## config.mk

```make
export PLATFORM = sky130hd
export DESIGN_NAME = fnv1a_bucket_index_unit_flat
export DESIGN_NICKNAME = d
export VERILOG_FILES = /design/src/rtl/fnvb_pkg.sv /design/src/rtl/fnvb_ifs.sv /design/src/rtl/fnvb_front.sv /design/src/rtl/fnvb_queue.sv /design/src/rtl/fnvb_back.sv /design/src/rtl/fnv1a_bucket_index_unit.sv /design/src/flat_wrapper.sv
export SDC_FILE = /design/constraint.sdc
export NUM_CORES = 1
export LEC_CHECK = 0
export ABC_AREA = 1
export BUFFER_PORTS_ARGS = -buffer_cell sky130_fd_sc_hd__buf_2
export CORE_MARGIN = 1.5
export CORE_UTILIZATION = 60
export DETAILED_ROUTE_END_ITERATION = 6
export PLACE_DENSITY = 0.78
export SLEW_MARGIN = 10
export SYNTH_ARGS = -nofsm -noshare
export SYNTH_HDL_FRONTEND = slang
export SYNTH_SLANG_ARGS = --single-unit
```

## constraint.sdc

```tcl
create_clock -name clk -period 6 [get_ports clk]
set_clock_uncertainty 0.15 [all_clocks]
set_input_delay 1.2 -clock clk [delete_from_list [all_inputs] [get_ports clk]]
set_output_delay 1.2 -clock clk [all_outputs]
set_load 0.01 [all_outputs]
```

## src/rtl/fnvb_pkg.sv

```systemverilog
// ============================================================================
// fnvb_pkg
// types, constants and the byte mix function of the fnv-1a bucket index unit
// ============================================================================
`timescale 1ns / 1ps
`default_nettype none

package fnvb_pkg;

    localparam int HASH_W     = 64;
    localparam int BYTE_W     = 8;
    localparam int SIZE_W     = 32;
    localparam int IDX_W      = 32;
    localparam int INDEX_BITS = 32;
    localparam int STEP_W     = $clog2(HASH_W);

    localparam logic [HASH_W-1:0] FNV_BASIS = 64'hCBF2_9CE4_8422_2325;
    localparam logic [SIZE_W-1:0] SIZE_RESET = 32'd1024;

    localparam logic [IDX_W-1:0] IDX_MASK = (INDEX_BITS >= IDX_W) ? {IDX_W{1'b1}} :
        IDX_W'((64'd1 << INDEX_BITS) - 64'd1);

    typedef logic [HASH_W-1:0] hash_t;

    typedef struct packed {
        logic  valid;
        hash_t hash;
    } hash_push_t;

    typedef struct packed {
        logic full;
        logic empty;
    } q_stat_t;

    // prime is 2^40 + 0x1b3, so the product is a handful of shifted adds
    function automatic hash_t fnv_mix(input hash_t h, input logic [BYTE_W-1:0] b);
        hash_t x;
        x = h ^ {{(HASH_W-BYTE_W){1'b0}}, b};
        return (x << 40) + (x << 8) + (x << 7) + (x << 5) + (x << 4) + (x << 1) + x;
    endfunction

endpackage

`default_nettype wire

```

## src/rtl/fnvb_ifs.sv

```systemverilog
// ============================================================================
// fnvb channel interfaces
// valid/ready channels for key bytes, results and the table size write
// ============================================================================
`timescale 1ns / 1ps
`default_nettype none

interface fnvb_in_if;
    logic       valid;
    logic       ready;
    logic [7:0] data_byte;
    logic       last_byte;
    logic       key_empty;

    modport source (output valid, data_byte, last_byte, key_empty, input ready);
    modport sink   (input valid, data_byte, last_byte, key_empty, output ready);
endinterface

interface fnvb_out_if;
    logic        valid;
    logic        ready;
    logic [63:0] hash_value;
    logic [31:0] bucket_index;

    modport source (output valid, hash_value, bucket_index, input ready);
    modport sink   (input valid, hash_value, bucket_index, output ready);
endinterface

interface fnvb_cfg_if;
    logic        valid;
    logic        ready;
    logic [31:0] table_size;

    modport source (output valid, table_size, input ready);
    modport sink   (input valid, table_size, output ready);
endinterface

`default_nettype wire

```

## src/rtl/fnvb_front.sv

```systemverilog
// ============================================================================
// fnvb_front
// takes key bytes, keeps the running hash and pushes the hash at key end
// ============================================================================
`timescale 1ns / 1ps
`default_nettype none

module fnvb_front
    import fnvb_pkg::*;
(
    input  wire             clk,
    input  wire             rst_n,
    fnvb_in_if.sink         key_in,
    input  q_stat_t         q_stat,
    output hash_push_t      push
);

    hash_t hash_reg;
    hash_t hash_next;
    hash_t mixed;
    logic  accept;
    logic  key_done;

    assign key_in.ready = !q_stat.full;
    assign accept       = key_in.valid && key_in.ready;
    assign mixed        = fnv_mix(hash_reg, key_in.data_byte);
    assign key_done     = key_in.key_empty || key_in.last_byte;

    assign push.valid = accept && key_done;
    assign push.hash  = key_in.key_empty ? hash_reg : mixed;

    always_comb
    begin
        hash_next = hash_reg;
        if (accept)
        begin
            if (key_done)
            begin
                hash_next = FNV_BASIS;
            end
            else
            begin
                hash_next = mixed;
            end
        end
    end

    always_ff @(posedge clk or negedge rst_n)
    begin
        if (!rst_n)
        begin
            hash_reg <= FNV_BASIS;
        end
        else
        begin
            hash_reg <= hash_next;
        end
    end

endmodule

`default_nettype wire

```

## src/rtl/fnvb_queue.sv

```systemverilog
// ============================================================================
// fnvb_queue
// two-entry queue of finished key hashes between front and back
// ============================================================================
`timescale 1ns / 1ps
`default_nettype none

module fnvb_queue
    import fnvb_pkg::*;
(
    input  wire        clk,
    input  wire        rst_n,
    input  hash_push_t push,
    input  logic       pop,
    output q_stat_t    q_stat,
    output hash_t      rd_hash
);

    hash_t      entry_reg [2];
    logic       wr_ptr_reg;
    logic       wr_ptr_next;
    logic       rd_ptr_reg;
    logic       rd_ptr_next;
    logic [1:0] count_reg;
    logic [1:0] count_next;
    logic       do_push;
    logic       do_pop;

    assign q_stat.full  = (count_reg == 2'd2);
    assign q_stat.empty = (count_reg == 2'd0);
    assign rd_hash      = entry_reg[rd_ptr_reg];

    assign do_push = push.valid && !q_stat.full;
    assign do_pop  = pop && !q_stat.empty;

    always_comb
    begin
        wr_ptr_next = do_push ? !wr_ptr_reg : wr_ptr_reg;
        rd_ptr_next = do_pop ? !rd_ptr_reg : rd_ptr_reg;
        count_next  = count_reg;
        if (do_push && !do_pop)
        begin
            count_next = count_reg + 2'd1;
        end
        else if (do_pop && !do_push)
        begin
            count_next = count_reg - 2'd1;
        end
    end

    always_ff @(posedge clk or negedge rst_n)
    begin
        if (!rst_n)
        begin
            wr_ptr_reg <= 1'b0;
            rd_ptr_reg <= 1'b0;
            count_reg  <= 2'd0;
        end
        else
        begin
            wr_ptr_reg <= wr_ptr_next;
            rd_ptr_reg <= rd_ptr_next;
            count_reg  <= count_next;
        end
    end

    always_ff @(posedge clk)
    begin
        if (do_push)
        begin
            entry_reg[wr_ptr_reg] <= push.hash;
        end
    end

endmodule

`default_nettype wire

```

## src/rtl/fnvb_back.sv

```systemverilog
// ============================================================================
// fnvb_back
// bit-serial remainder of the hash by the table size, result register
// ============================================================================
`timescale 1ns / 1ps
`default_nettype none

module fnvb_back
    import fnvb_pkg::*;
(
    input  wire               clk,
    input  wire               rst_n,
    input  q_stat_t           q_stat,
    input  hash_t             rd_hash,
    input  logic [SIZE_W-1:0] table_size,
    output logic              pop,
    fnvb_out_if.source        result
);

    localparam logic [1:0] ST_IDLE = 2'd0;
    localparam logic [1:0] ST_DIV  = 2'd1;
    localparam logic [1:0] ST_OUT  = 2'd2;

    logic [1:0]        state_reg;
    logic [1:0]        state_next;
    logic [STEP_W-1:0] step_reg;
    logic [STEP_W-1:0] step_next;
    hash_t             hash_reg;
    hash_t             dvd_reg;
    logic [SIZE_W-1:0] div_reg;
    logic [SIZE_W-1:0] rem_reg;
    logic [SIZE_W-1:0] rem_next;
    logic [SIZE_W:0]   rem_shift;
    logic [SIZE_W:0]   diff;

    assign rem_shift = {rem_reg, dvd_reg[HASH_W-1]};
    assign diff      = rem_shift - {1'b0, div_reg};
    assign rem_next  = diff[SIZE_W] ? rem_shift[SIZE_W-1:0] : diff[SIZE_W-1:0];

    assign pop                 = (state_reg == ST_IDLE) && !q_stat.empty;
    assign result.valid        = (state_reg == ST_OUT);
    assign result.hash_value   = hash_reg;
    assign result.bucket_index = (div_reg == '0) ? '0 : (rem_reg & IDX_MASK);

    always_comb
    begin
        state_next = state_reg;
        step_next  = step_reg;
        case (state_reg)
            ST_IDLE:
            begin
                if (!q_stat.empty)
                begin
                    state_next = ST_DIV;
                    step_next  = '0;
                end
            end
            ST_DIV:
            begin
                step_next = step_reg + 1'b1;
                if (step_reg == STEP_W'(HASH_W - 1))
                begin
                    state_next = ST_OUT;
                end
            end
            ST_OUT:
            begin
                if (result.ready)
                begin
                    state_next = ST_IDLE;
                end
            end
            default:
            begin
                state_next = ST_IDLE;
            end
        endcase
    end

    always_ff @(posedge clk or negedge rst_n)
    begin
        if (!rst_n)
        begin
            state_reg <= ST_IDLE;
            step_reg  <= '0;
        end
        else
        begin
            state_reg <= state_next;
            step_reg  <= step_next;
        end
    end

    always_ff @(posedge clk)
    begin
        if (pop)
        begin
            hash_reg <= rd_hash;
            dvd_reg  <= rd_hash;
            div_reg  <= table_size;
            rem_reg  <= '0;
        end
        else if (state_reg == ST_DIV)
        begin
            dvd_reg <= {dvd_reg[HASH_W-2:0], 1'b0};
            rem_reg <= rem_next;
        end
    end

endmodule

`default_nettype wire

```

## src/rtl/fnv1a_bucket_index_unit.sv

```systemverilog
// ============================================================================
// fnv1a_bucket_index_unit
// 64-bit fnv-1a key hash with bucket index, key taken one byte per beat
// ============================================================================
// path: the hash of a finished key goes through the hash queue and the remainder unit to the result
// throughput: one key byte per cycle into the hasher while the hash queue is not full
// each key runs through the one-bit-per-cycle remainder unit, which takes no new hash
// until its result beat is taken; a two-entry hash queue lets bytes of later keys go on meanwhile
// reset: running hash to the offset basis, table size to 1024, queue empty
`timescale 1ns / 1ps
`default_nettype none

module fnv1a_bucket_index_unit
    import fnvb_pkg::*;
(
    input  wire         clk,
    input  wire         rst_n,
    fnvb_cfg_if.sink    cfg,
    fnvb_in_if.sink     key_in,
    fnvb_out_if.source  result
);

    logic [SIZE_W-1:0] table_size_reg;
    hash_push_t        push;
    q_stat_t           q_stat;
    hash_t             rd_hash;
    logic              pop;

    assign cfg.ready = 1'b1;

    always_ff @(posedge clk or negedge rst_n)
    begin
        if (!rst_n)
        begin
            table_size_reg <= SIZE_RESET;
        end
        else if (cfg.valid && cfg.ready)
        begin
            table_size_reg <= cfg.table_size;
        end
    end

    fnvb_front u_front (
        .clk    (clk),
        .rst_n  (rst_n),
        .key_in (key_in),
        .q_stat (q_stat),
        .push   (push)
    );

    fnvb_queue u_queue (
        .clk     (clk),
        .rst_n   (rst_n),
        .push    (push),
        .pop     (pop),
        .q_stat  (q_stat),
        .rd_hash (rd_hash)
    );

    fnvb_back u_back (
        .clk        (clk),
        .rst_n      (rst_n),
        .q_stat     (q_stat),
        .rd_hash    (rd_hash),
        .table_size (table_size_reg),
        .pop        (pop),
        .result     (result)
    );

endmodule

`default_nettype wire

```

## src/flat_wrapper.sv

```systemverilog
// flat-port wrapper written by rule: the top's interface ports become plain ports
module fnv1a_bucket_index_unit_flat import fnvb_pkg::*;
  (clk, rst_n, cfg_valid, cfg_table_size, cfg_ready, key_in_valid, key_in_data_byte, key_in_last_byte, key_in_key_empty, key_in_ready, result_valid, result_hash_value, result_bucket_index, result_ready);
  fnvb_cfg_if cfg_i ();
  fnvb_in_if key_in_i ();
  fnvb_out_if result_i ();
  input  wire clk;
  input  wire rst_n;
  input wire logic [$bits(cfg_i.valid)-1:0] cfg_valid;
  input wire logic [$bits(cfg_i.table_size)-1:0] cfg_table_size;
  output wire logic [$bits(cfg_i.ready)-1:0] cfg_ready;
  input wire logic [$bits(key_in_i.valid)-1:0] key_in_valid;
  input wire logic [$bits(key_in_i.data_byte)-1:0] key_in_data_byte;
  input wire logic [$bits(key_in_i.last_byte)-1:0] key_in_last_byte;
  input wire logic [$bits(key_in_i.key_empty)-1:0] key_in_key_empty;
  output wire logic [$bits(key_in_i.ready)-1:0] key_in_ready;
  output wire logic [$bits(result_i.valid)-1:0] result_valid;
  output wire logic [$bits(result_i.hash_value)-1:0] result_hash_value;
  output wire logic [$bits(result_i.bucket_index)-1:0] result_bucket_index;
  input wire logic [$bits(result_i.ready)-1:0] result_ready;
  assign cfg_i.valid = cfg_valid;
  assign cfg_i.table_size = cfg_table_size;
  assign cfg_ready = cfg_i.ready;
  assign key_in_i.valid = key_in_valid;
  assign key_in_i.data_byte = key_in_data_byte;
  assign key_in_i.last_byte = key_in_last_byte;
  assign key_in_i.key_empty = key_in_key_empty;
  assign key_in_ready = key_in_i.ready;
  assign result_valid = result_i.valid;
  assign result_hash_value = result_i.hash_value;
  assign result_bucket_index = result_i.bucket_index;
  assign result_i.ready = result_ready;
  fnv1a_bucket_index_unit u_core (.clk(clk), .rst_n(rst_n), .cfg(cfg_i), .key_in(key_in_i), .result(result_i));
endmodule
```

==> results of run 1 <==
## per-layer routing
layer  wire length [µm]  GRT usage
met5                 13          0
met4               4750      0.164
met3               7090     0.0503
met2              43200      0.574
met1              39100      0.475
## final timing paths
check | start | end | slack [ns] | cells after the start
min reg2reg | u_core.table_size_reg[14]$_DFFE_PN0P_ | u_core.u_back.div_reg[14]$_DFFE_PP_ | 0.30 | 0
min | u_core.table_size_reg[14]$_DFFE_PN0P_ | u_core.u_back.div_reg[14]$_DFFE_PP_ | 0.30 | 0
max reg2reg | u_core.u_front.hash_reg[13]$_DFFE_PN1P_ | u_core.u_queue.entry_reg[0][56]$_DFFE_PP_ | 0.24 | 18
max in group asynchronous | rst_n | u_core.u_front.hash_reg[15]$_DFFE_PN0P_ | 3.80 | 2
min in group asynchronous | rst_n | u_core.table_size_reg[27]$_DFFE_PN0P_ | 0.63 | 1
max | key_in_data_byte[3] | u_core.u_queue.entry_reg[0][56]$_DFFE_PP_ | 0.13 | 21
## through the flow
step / utilization / setup WS (ns)
final: 0.683 / 0.133
after global routing: 0.683 / 0.0211
after CTS: 0.683 / 0.220
after detailed placement: 0.654 / -0.395
after global placement: 0.654 / -0.311
after floorplan: - / 0.448
## synthesized netlist by cell type, types with 2 or more instances
| cell type | instances |
|---|---|
| nand2_1 | 1208 |
| inv_1 | 896 |
| edfxtp_1 | 288 |
| nor2_1 | 254 |
| fa_1 | 241 |
| nand3_1 | 220 |
| ha_1 | 140 |
| o21ai_0 | 93 |
| a21oi_1 | 82 |
| dfrtp_1 | 79 |
| a31oi_1 | 71 |
| clkbuf_1 | 44 |
| xnor2_1 | 34 |
| xor2_1 | 34 |
| nand4_1 | 33 |
| dfxtp_1 | 32 |
| mux2_2 | 32 |
| dfstp_2 | 29 |
| buf_2 | 17 |
| nor3_1 | 17 |
| o22ai_1 | 15 |
| o21bai_1 | 12 |
| nand2_2 | 11 |
| buf_1 | 10 |
| and2_1 | 9 |
| inv_2 | 9 |
| nor2_2 | 6 |
| nor4_1 | 6 |
| nand2_4 | 5 |
| nand3b_1 | 5 |
| or2_2 | 5 |
| buf_4 | 3 |
| o21ai_1 | 3 |
| buf_6 | 2 |
## logic make-up (layout without fill, tap and decap cells)
group	after synthesis	in the layout
compound gates	280	280
other cells	1	1
simple gates	1783	1783
flops	428	428
xor+xnor	68	68
fa+ha+maj	381	381
mux	32	32
buf+inv	982	1285
## repair_timing
item,4_1_cts,5_1_grt
gates resized for setup,0,1
setup buffers,0,0
hold buffers,0,0
endpoints found under the setup margin,0,2
## final cells by class
type | count | area (µm²)
multi-input cells | 2545 | 16400
clock inverters | 20 | 179
fillers | 4320 | 16700
well taps | 688 | 861
clock buffers | 66 | 1320
repair buffers | 294 | 1860
inverters | 905 | 3400
flip-flops and latches | 428 | 12000
## worst max-delay path: cells and delay by family
family / cells / cell delay [ns]
buffers and inverters: 5 / 0.51
adder cells (fa/ha/maj): 5 / 2.27
AND/OR/NAND/NOR: 11 / 2.05
==> metrics.md, run 1 <==
| Metric | Value |
|---|---|
| Antenna violation net count after detailed routing | `0` |
| Post-route minimum period | `5.87 ns` |
| H-tree Lvls | `2` |
| Post-synthesis mux area share | `0.0112` |
| Post-Synthesis Cells | `3,955` |
| Global-route wire length before repair | `around 150,000 µm` |
| Ys flop type | `edfxtp_1` |
| Row count | `84` |
| Asr flop ratio synth | `0.252` |
| Post-Syn Area | `~32,000 µm²` |
| Die Height | `between 200 and 250 µm` |
| Area share of the largest cell type after synthesis | `0.269` |
| Initial antenna violation count | `1` |
| Count of cell types in the netlist | `44` |
| Post-Synth Adder-Cell Area | `0.205` |
| Largest net degree at the start of global routing | `140` |
| Cts bufs inserted | `46` |
| Post-Layout Inst Area | `around 36,000 µm²` |
| Synth Area in Compound Gates | `0.0483` |
| Sequential area share after synthesis | `0.375` |
| Slew HR | `0.280` |
| Detailed Routing Iterations Pass 1 | `7` |
| Post-Syn Area per Cell | `8.12 µm²` |
| CP max FO | `4` |
| Crit path capture type | `flop` |
| Ports | `approximately 150` |
| Slew @ Worst Pin | `1.08 ns` |
| # diodes | `0` |
| Vias/cell | `approximately 5.4` |
| Nets | `about 4,600` |
| Worst path max stage delay | `around 0.5 ns` |
| Xor and xnor area share after synthesis | `0.0185` |
| Synthesized Nets | `approximately 4,400` |
| IO Port Bufs | `around 140` |
| Gpl congestion | `between 1 and 1.5` |
| Worst path required time | `just over 6 ns` |
| CTS max path bufs | `3` |
| Vias in the first global route | `26,501` |
| Routed wire per std cell | `approximately 19 µm` |
| Synth Area in Simple Gates | `0.226` |
| Core Area | `about 53,000 µm²` |
| Synth Warn # | `0` |
| Drc violations | `15` |
| Reg clk slew, reported paths | `~0.06 ns` |
| Ratio of cells with drive above 1 in the final layout | `0.112` |
| DP HPWL | `between 70,000 and 80,000 µm` |
| Area grow syn2layout | `12.2%` |
| Hold Crit Class | `flop to flop` |
| Largest cells by area after synthesis | `edfxtp_1 (27%), fa_1 (15%), nand2_1 (14%), inv_1 (10%), dfrtp_1 (6.2%)` |
| Cell area after placement | `between 30,000 and 40,000 µm²` |
| WP data arrival | `just over 6 ns` |
| Worst-skew pair later-pin latency | `slightly above 0.6 ns` |
| Commonest non-fill, non-tap cell in the layout | `nand2_1` |
| CP dominant cell by count | `nand2_1` |
| Setup violators final | `0` |
| Cells along the critical path | `buf_2 -> or2_2 -> nand2_1 -> inv_1 -> fa_1 -> fa_1 -> inv_1 -> fa_1 -> fa_1 -> inv_1 -> ha_1 -> nand2_1 -> nor2_1 -> buf_4 -> nand3_1 -> nor3_1 -> nand3_1 -> nand2_1 -> nand2_1 -> nand3_1 -> nand2_1` |
| Inst Count DP | `slightly below 5,000` |
| Post-synth top area cell | `edfxtp_1` |
| Number of synthesized flops with an enable pin | `288` |
| Initial DRC Count | `approximately 2,600` |
| CP Class | `input port to flop` |
| All-Layer GR Usage | `0.354` |
| Startpoint types | `input port` |
| Final number of hold-violating endpoints | `0` |
| Run status | `finished with violations` |
| Die width | `about 230 µm` |
| Starting Density | `0.609` |
| Final wirelength | `around 94,000 µm` |
| Number of flip-flops in the largest register | `around 130` |
| Final setup TNS | `0 ns` |
| Fin crit share | `0.978` |
| Register bit total from synthesis | `428` |
| Cell Count, Final, Fillers Out | `around 4,900` |
| Crit-path slowest cell | `nor3_1` |
| Main combinational cell family by area after synthesis | `simple AND/OR/NAND/NOR gates` |
| Violated checks | `design-rule violations` |
| Via count | `around 27,000` |
| Root buffer cell | `clkbuf_16` |
| Clk sinks | `428` |
| Max-slew violations | `0` |
| CTS tree | `done` |
| Die ar. | `about 55,000 µm²` |
| Hold slack | `about 0.3 ns` |
| Most frequent cells in the layout | `nand2_1 (1,208), inv_1 (894), edfxtp_1 (288)` |
| GRT Residual Overflow | `0` |
| RSZ-0062 raised after global routing | `false` |
| Max-cap check violation count | `0` |
| Max Fclk | `about 0.17 GHz` |
Power of run 1 is not shown: default switching activity piles up to over one toggle a cycle in this logic, so the estimate is an artifact.
==> run 2: changes to the inputs <==
--- a/config.mk
+++ b/config.mk
@@ -8,9 +8,9 @@
 export ABC_AREA = 1
 export BUFFER_PORTS_ARGS = -buffer_cell sky130_fd_sc_hd__buf_2
 export CORE_MARGIN = 1.5
-export CORE_UTILIZATION = 60
+export CORE_UTILIZATION = 58
 export DETAILED_ROUTE_END_ITERATION = 6
-export PLACE_DENSITY = 0.78
+export PLACE_DENSITY = 0.76
 export SLEW_MARGIN = 10
 export SYNTH_ARGS = -nofsm -noshare
 export SYNTH_HDL_FRONTEND = slang
==> metrics.md, run 2 (synthesized netlist as in run 1, its figures left out) <==
| Metric | Value |
|---|---|
| Run status | `finished with violations (unchanged)` |
| Violated checks | `design-rule violations (unchanged)` |
| Gpl congestion | `1.08 (was 1.06)` |
| Routed wire per std cell | `19.1 µm (was 19.0 µm)` |
| CTS tree | `done (unchanged)` |
| Cts repair resizes | `0 (unchanged)` |
| Startpoint types | `flop (was input port)` |
| Hold slack | `0.285 ns (was 0.295 ns)` |
| Worst-skew pair later-pin latency | `0.61 ns (about the same)` |
| CP dominant cell by count | `inv_1 (was nand2_1)` |
| Ports | `146 (unchanged)` |
| Max-slew violations | `0 (unchanged)` |
| Die ar. | `56,800 µm² (was 54,900 µm²)` |
| GRT Residual Overflow | `0 (unchanged)` |
| Via count | `26,452 (was 26,717)` |
| Clk sinks | `428 (unchanged)` |
| Row count | `86 (was 84)` |
| CP max FO | `7 (was 4)` |
| Root buffer cell | `clkbuf_16 (unchanged)` |
| DP HPWL | `75,100 µm (was 75,400 µm)` |
| Setup violators final | `0 (unchanged)` |
| Crit-path slowest cell | `fa_1 (was nor3_1)` |
| Vias/cell | `5.36 (was 5.40)` |
| Vias in the first global route | `26,255 (was 26,501)` |
| Commonest non-fill, non-tap cell in the layout | `nand2_1 (unchanged)` |
| Final number of hold-violating endpoints | `0 (unchanged)` |
| Fin crit share | `0.945 (was 0.978)` |
| Drc violations | `16 (was 15)` |
| Slew @ Worst Pin | `0.977 ns (was 1.08 ns)` |
| Number of flip-flops in the largest register | `128 (unchanged)` |
| Worst path max stage delay | `0.61 ns (was 0.50 ns)` |
| Postcts setup bufs | `0 (unchanged)` |
| IO Port Bufs | `144 (unchanged)` |
| Cells along the critical path | `inv_1 -> fa_1 -> inv_1 -> fa_1 -> inv_1 -> fa_1 -> inv_1 -> ha_1 -> ha_1 -> nand2_1 -> nor2_1 -> nand2_1 -> nor2_1 -> nand3_1 -> nand3_1 -> nand2_1 -> a31oi_1 (was buf_2 -> or2_2 -> nand2_1 -> inv_1 -> fa_1 -> fa_1 -> inv_1 -> fa_1 -> fa_1 -> inv_1 -> ha_1 -> nand2_1 -> nor2_1 -> buf_4 -> nand3_1 -> nor3_1 -> nand3_1 -> nand2_1 -> nand2_1 -> nand3_1 -> nand2_1)` |
| Die width | `238 µm (was 234 µm)` |
| Initial DRC Count | `2,271 (was 2,631)` |
| Detailed Routing Iterations Pass 1 | `7 (unchanged)` |
| Worst path required time | `6.21 ns (was 6.19 ns)` |
| CP Class | `flop to flop (was input port to flop)` |
| Largest net degree at the start of global routing | `161 (was 140)` |
| WP data arrival | `5.89 ns (was 6.06 ns)` |
| Max Fclk | `0.176 GHz (was 0.170 GHz)` |
| Post-route minimum period | `5.67 ns (was 5.87 ns)` |
| Hold Crit Class | `flop to flop (unchanged)` |
| Max-cap check violation count | `0 (unchanged)` |
| Most frequent cells in the layout | `nand2_1 (1,208), inv_1 (894), edfxtp_1 (288) (unchanged)` |
| Crit path capture type | `flop (unchanged)` |
| Nets | `4,620 (was 4,648)` |
| Starting Density | `0.585 (was 0.609)` |
| Die Height | `238 µm (was 234 µm)` |
| Core Area | `54,900 µm² (was 52,800 µm²)` |
| Final wirelength | `94,100 µm (was 94,200 µm)` |
| Cts bufs inserted | `46 (unchanged)` |
| Slew HR | `0.349 (was 0.280)` |
| RSZ-0062 raised after global routing | `false (unchanged)` |
| Post-CTS Hold Buffers | `0 (unchanged)` |
| # diodes | `0 (unchanged)` |
| Area grow syn2layout | `11.8% (was 12.2%)` |
| Ratio of cells with drive above 1 in the final layout | `0.105 (was 0.112)` |
| Initial antenna violation count | `0 (was 1)` |
| All-Layer GR Usage | `0.343 (was 0.354)` |
| Global-route wire length before repair | `147,000 µm (was 146,000 µm)` |
| Antenna violation net count after detailed routing | `0 (unchanged)` |
| CTS max path bufs | `3 (unchanged)` |
| H-tree Lvls | `2 (unchanged)` |
| Reg clk slew, reported paths | `0.08 ns (was 0.06 ns)` |
==> run 2: cell count changes in the layout (fill, tap and decap cells not counted), sizes merged <==
cell    change
clkbuf      -8
bufinv      +4
clkinv      +3
inv         +1
buf        -28
==> run 2: per-layer routing <==
layer | GRT usage | wire length [µm] | up-vias | share of wire
li1 | - | - | 12659 | -
met1 | 0.466 | 39700 | 12644 | 0.42
met2 | 0.553 | 43100 | 969 | 0.46
met3 | 0.0506 | 6910 | 180 | 0.073
met4 | 0.144 | 4400 | 0 | 0.047
met5 | 0 | 0 | - | 0
==> run 2: worst max-delay path: cells and delay by family, from the launching register on <==
family	cells	cell delay [ns]
AO/OA/AOI/OAI	1	0.36
buffers and inverters	4	0.55
adder cells (fa/ha/maj)	5	2.33
flip-flops	1	0.53
AND/OR/NAND/NOR	7	1.48
==> run 2: through the flow <==
step                cells  instance area (µm²)  setup TNS, ns  setup WS (ns)  utilization
finish               4934                35900              0          0.328        0.654
global route         4934                35900              0          0.105        0.654
CTS                  4934                35900              0          0.405        0.654
detailed placement   4848                34400          -1.23         -0.128        0.626
global placement     4848                34400          -1.35         -0.197        0.626
floorplan            3955                32100              0          0.448            -
==> run 2: final cells by class <==
class                           instances  area, µm²
Multi-Input combinational cell       2545      16400
Fill cell                            4677      19000
Timing Repair Buffer                  266       1690
Clock buffer                           58       1210
Sequential cell                       428      12000
Inverter                              905       3400
Tap cell                              704        881
Clock inverter                         28        328
==> run 2: worst paths after layout <==
kind                                                         start                                         to  slack [ns]  depth (start not counted)
setup reg to reg           u_core.u_front.hash_reg[23]$_DFFE_PN0P_  u_core.u_queue.entry_reg[1][38]$_DFFE_PP_        0.33                         17
hold / removal               u_core.table_size_reg[19]$_DFFE_PN0P_        u_core.u_back.div_reg[19]$_DFFE_PP_        0.29                          0
min in group asynchronous                                    rst_n      u_core.table_size_reg[27]$_DFFE_PN0P_        0.42                          1
setup / recovery           u_core.u_front.hash_reg[23]$_DFFE_PN0P_  u_core.u_queue.entry_reg[1][38]$_DFFE_PP_        0.33                         17
max in group asynchronous                                    rst_n      u_core.u_queue.rd_ptr_reg$_DFFE_PN0P_        4.18                          2
hold reg to reg              u_core.table_size_reg[19]$_DFFE_PN0P_        u_core.u_back.div_reg[19]$_DFFE_PP_        0.29                          0
Power of run 2 is left out for the same reason.
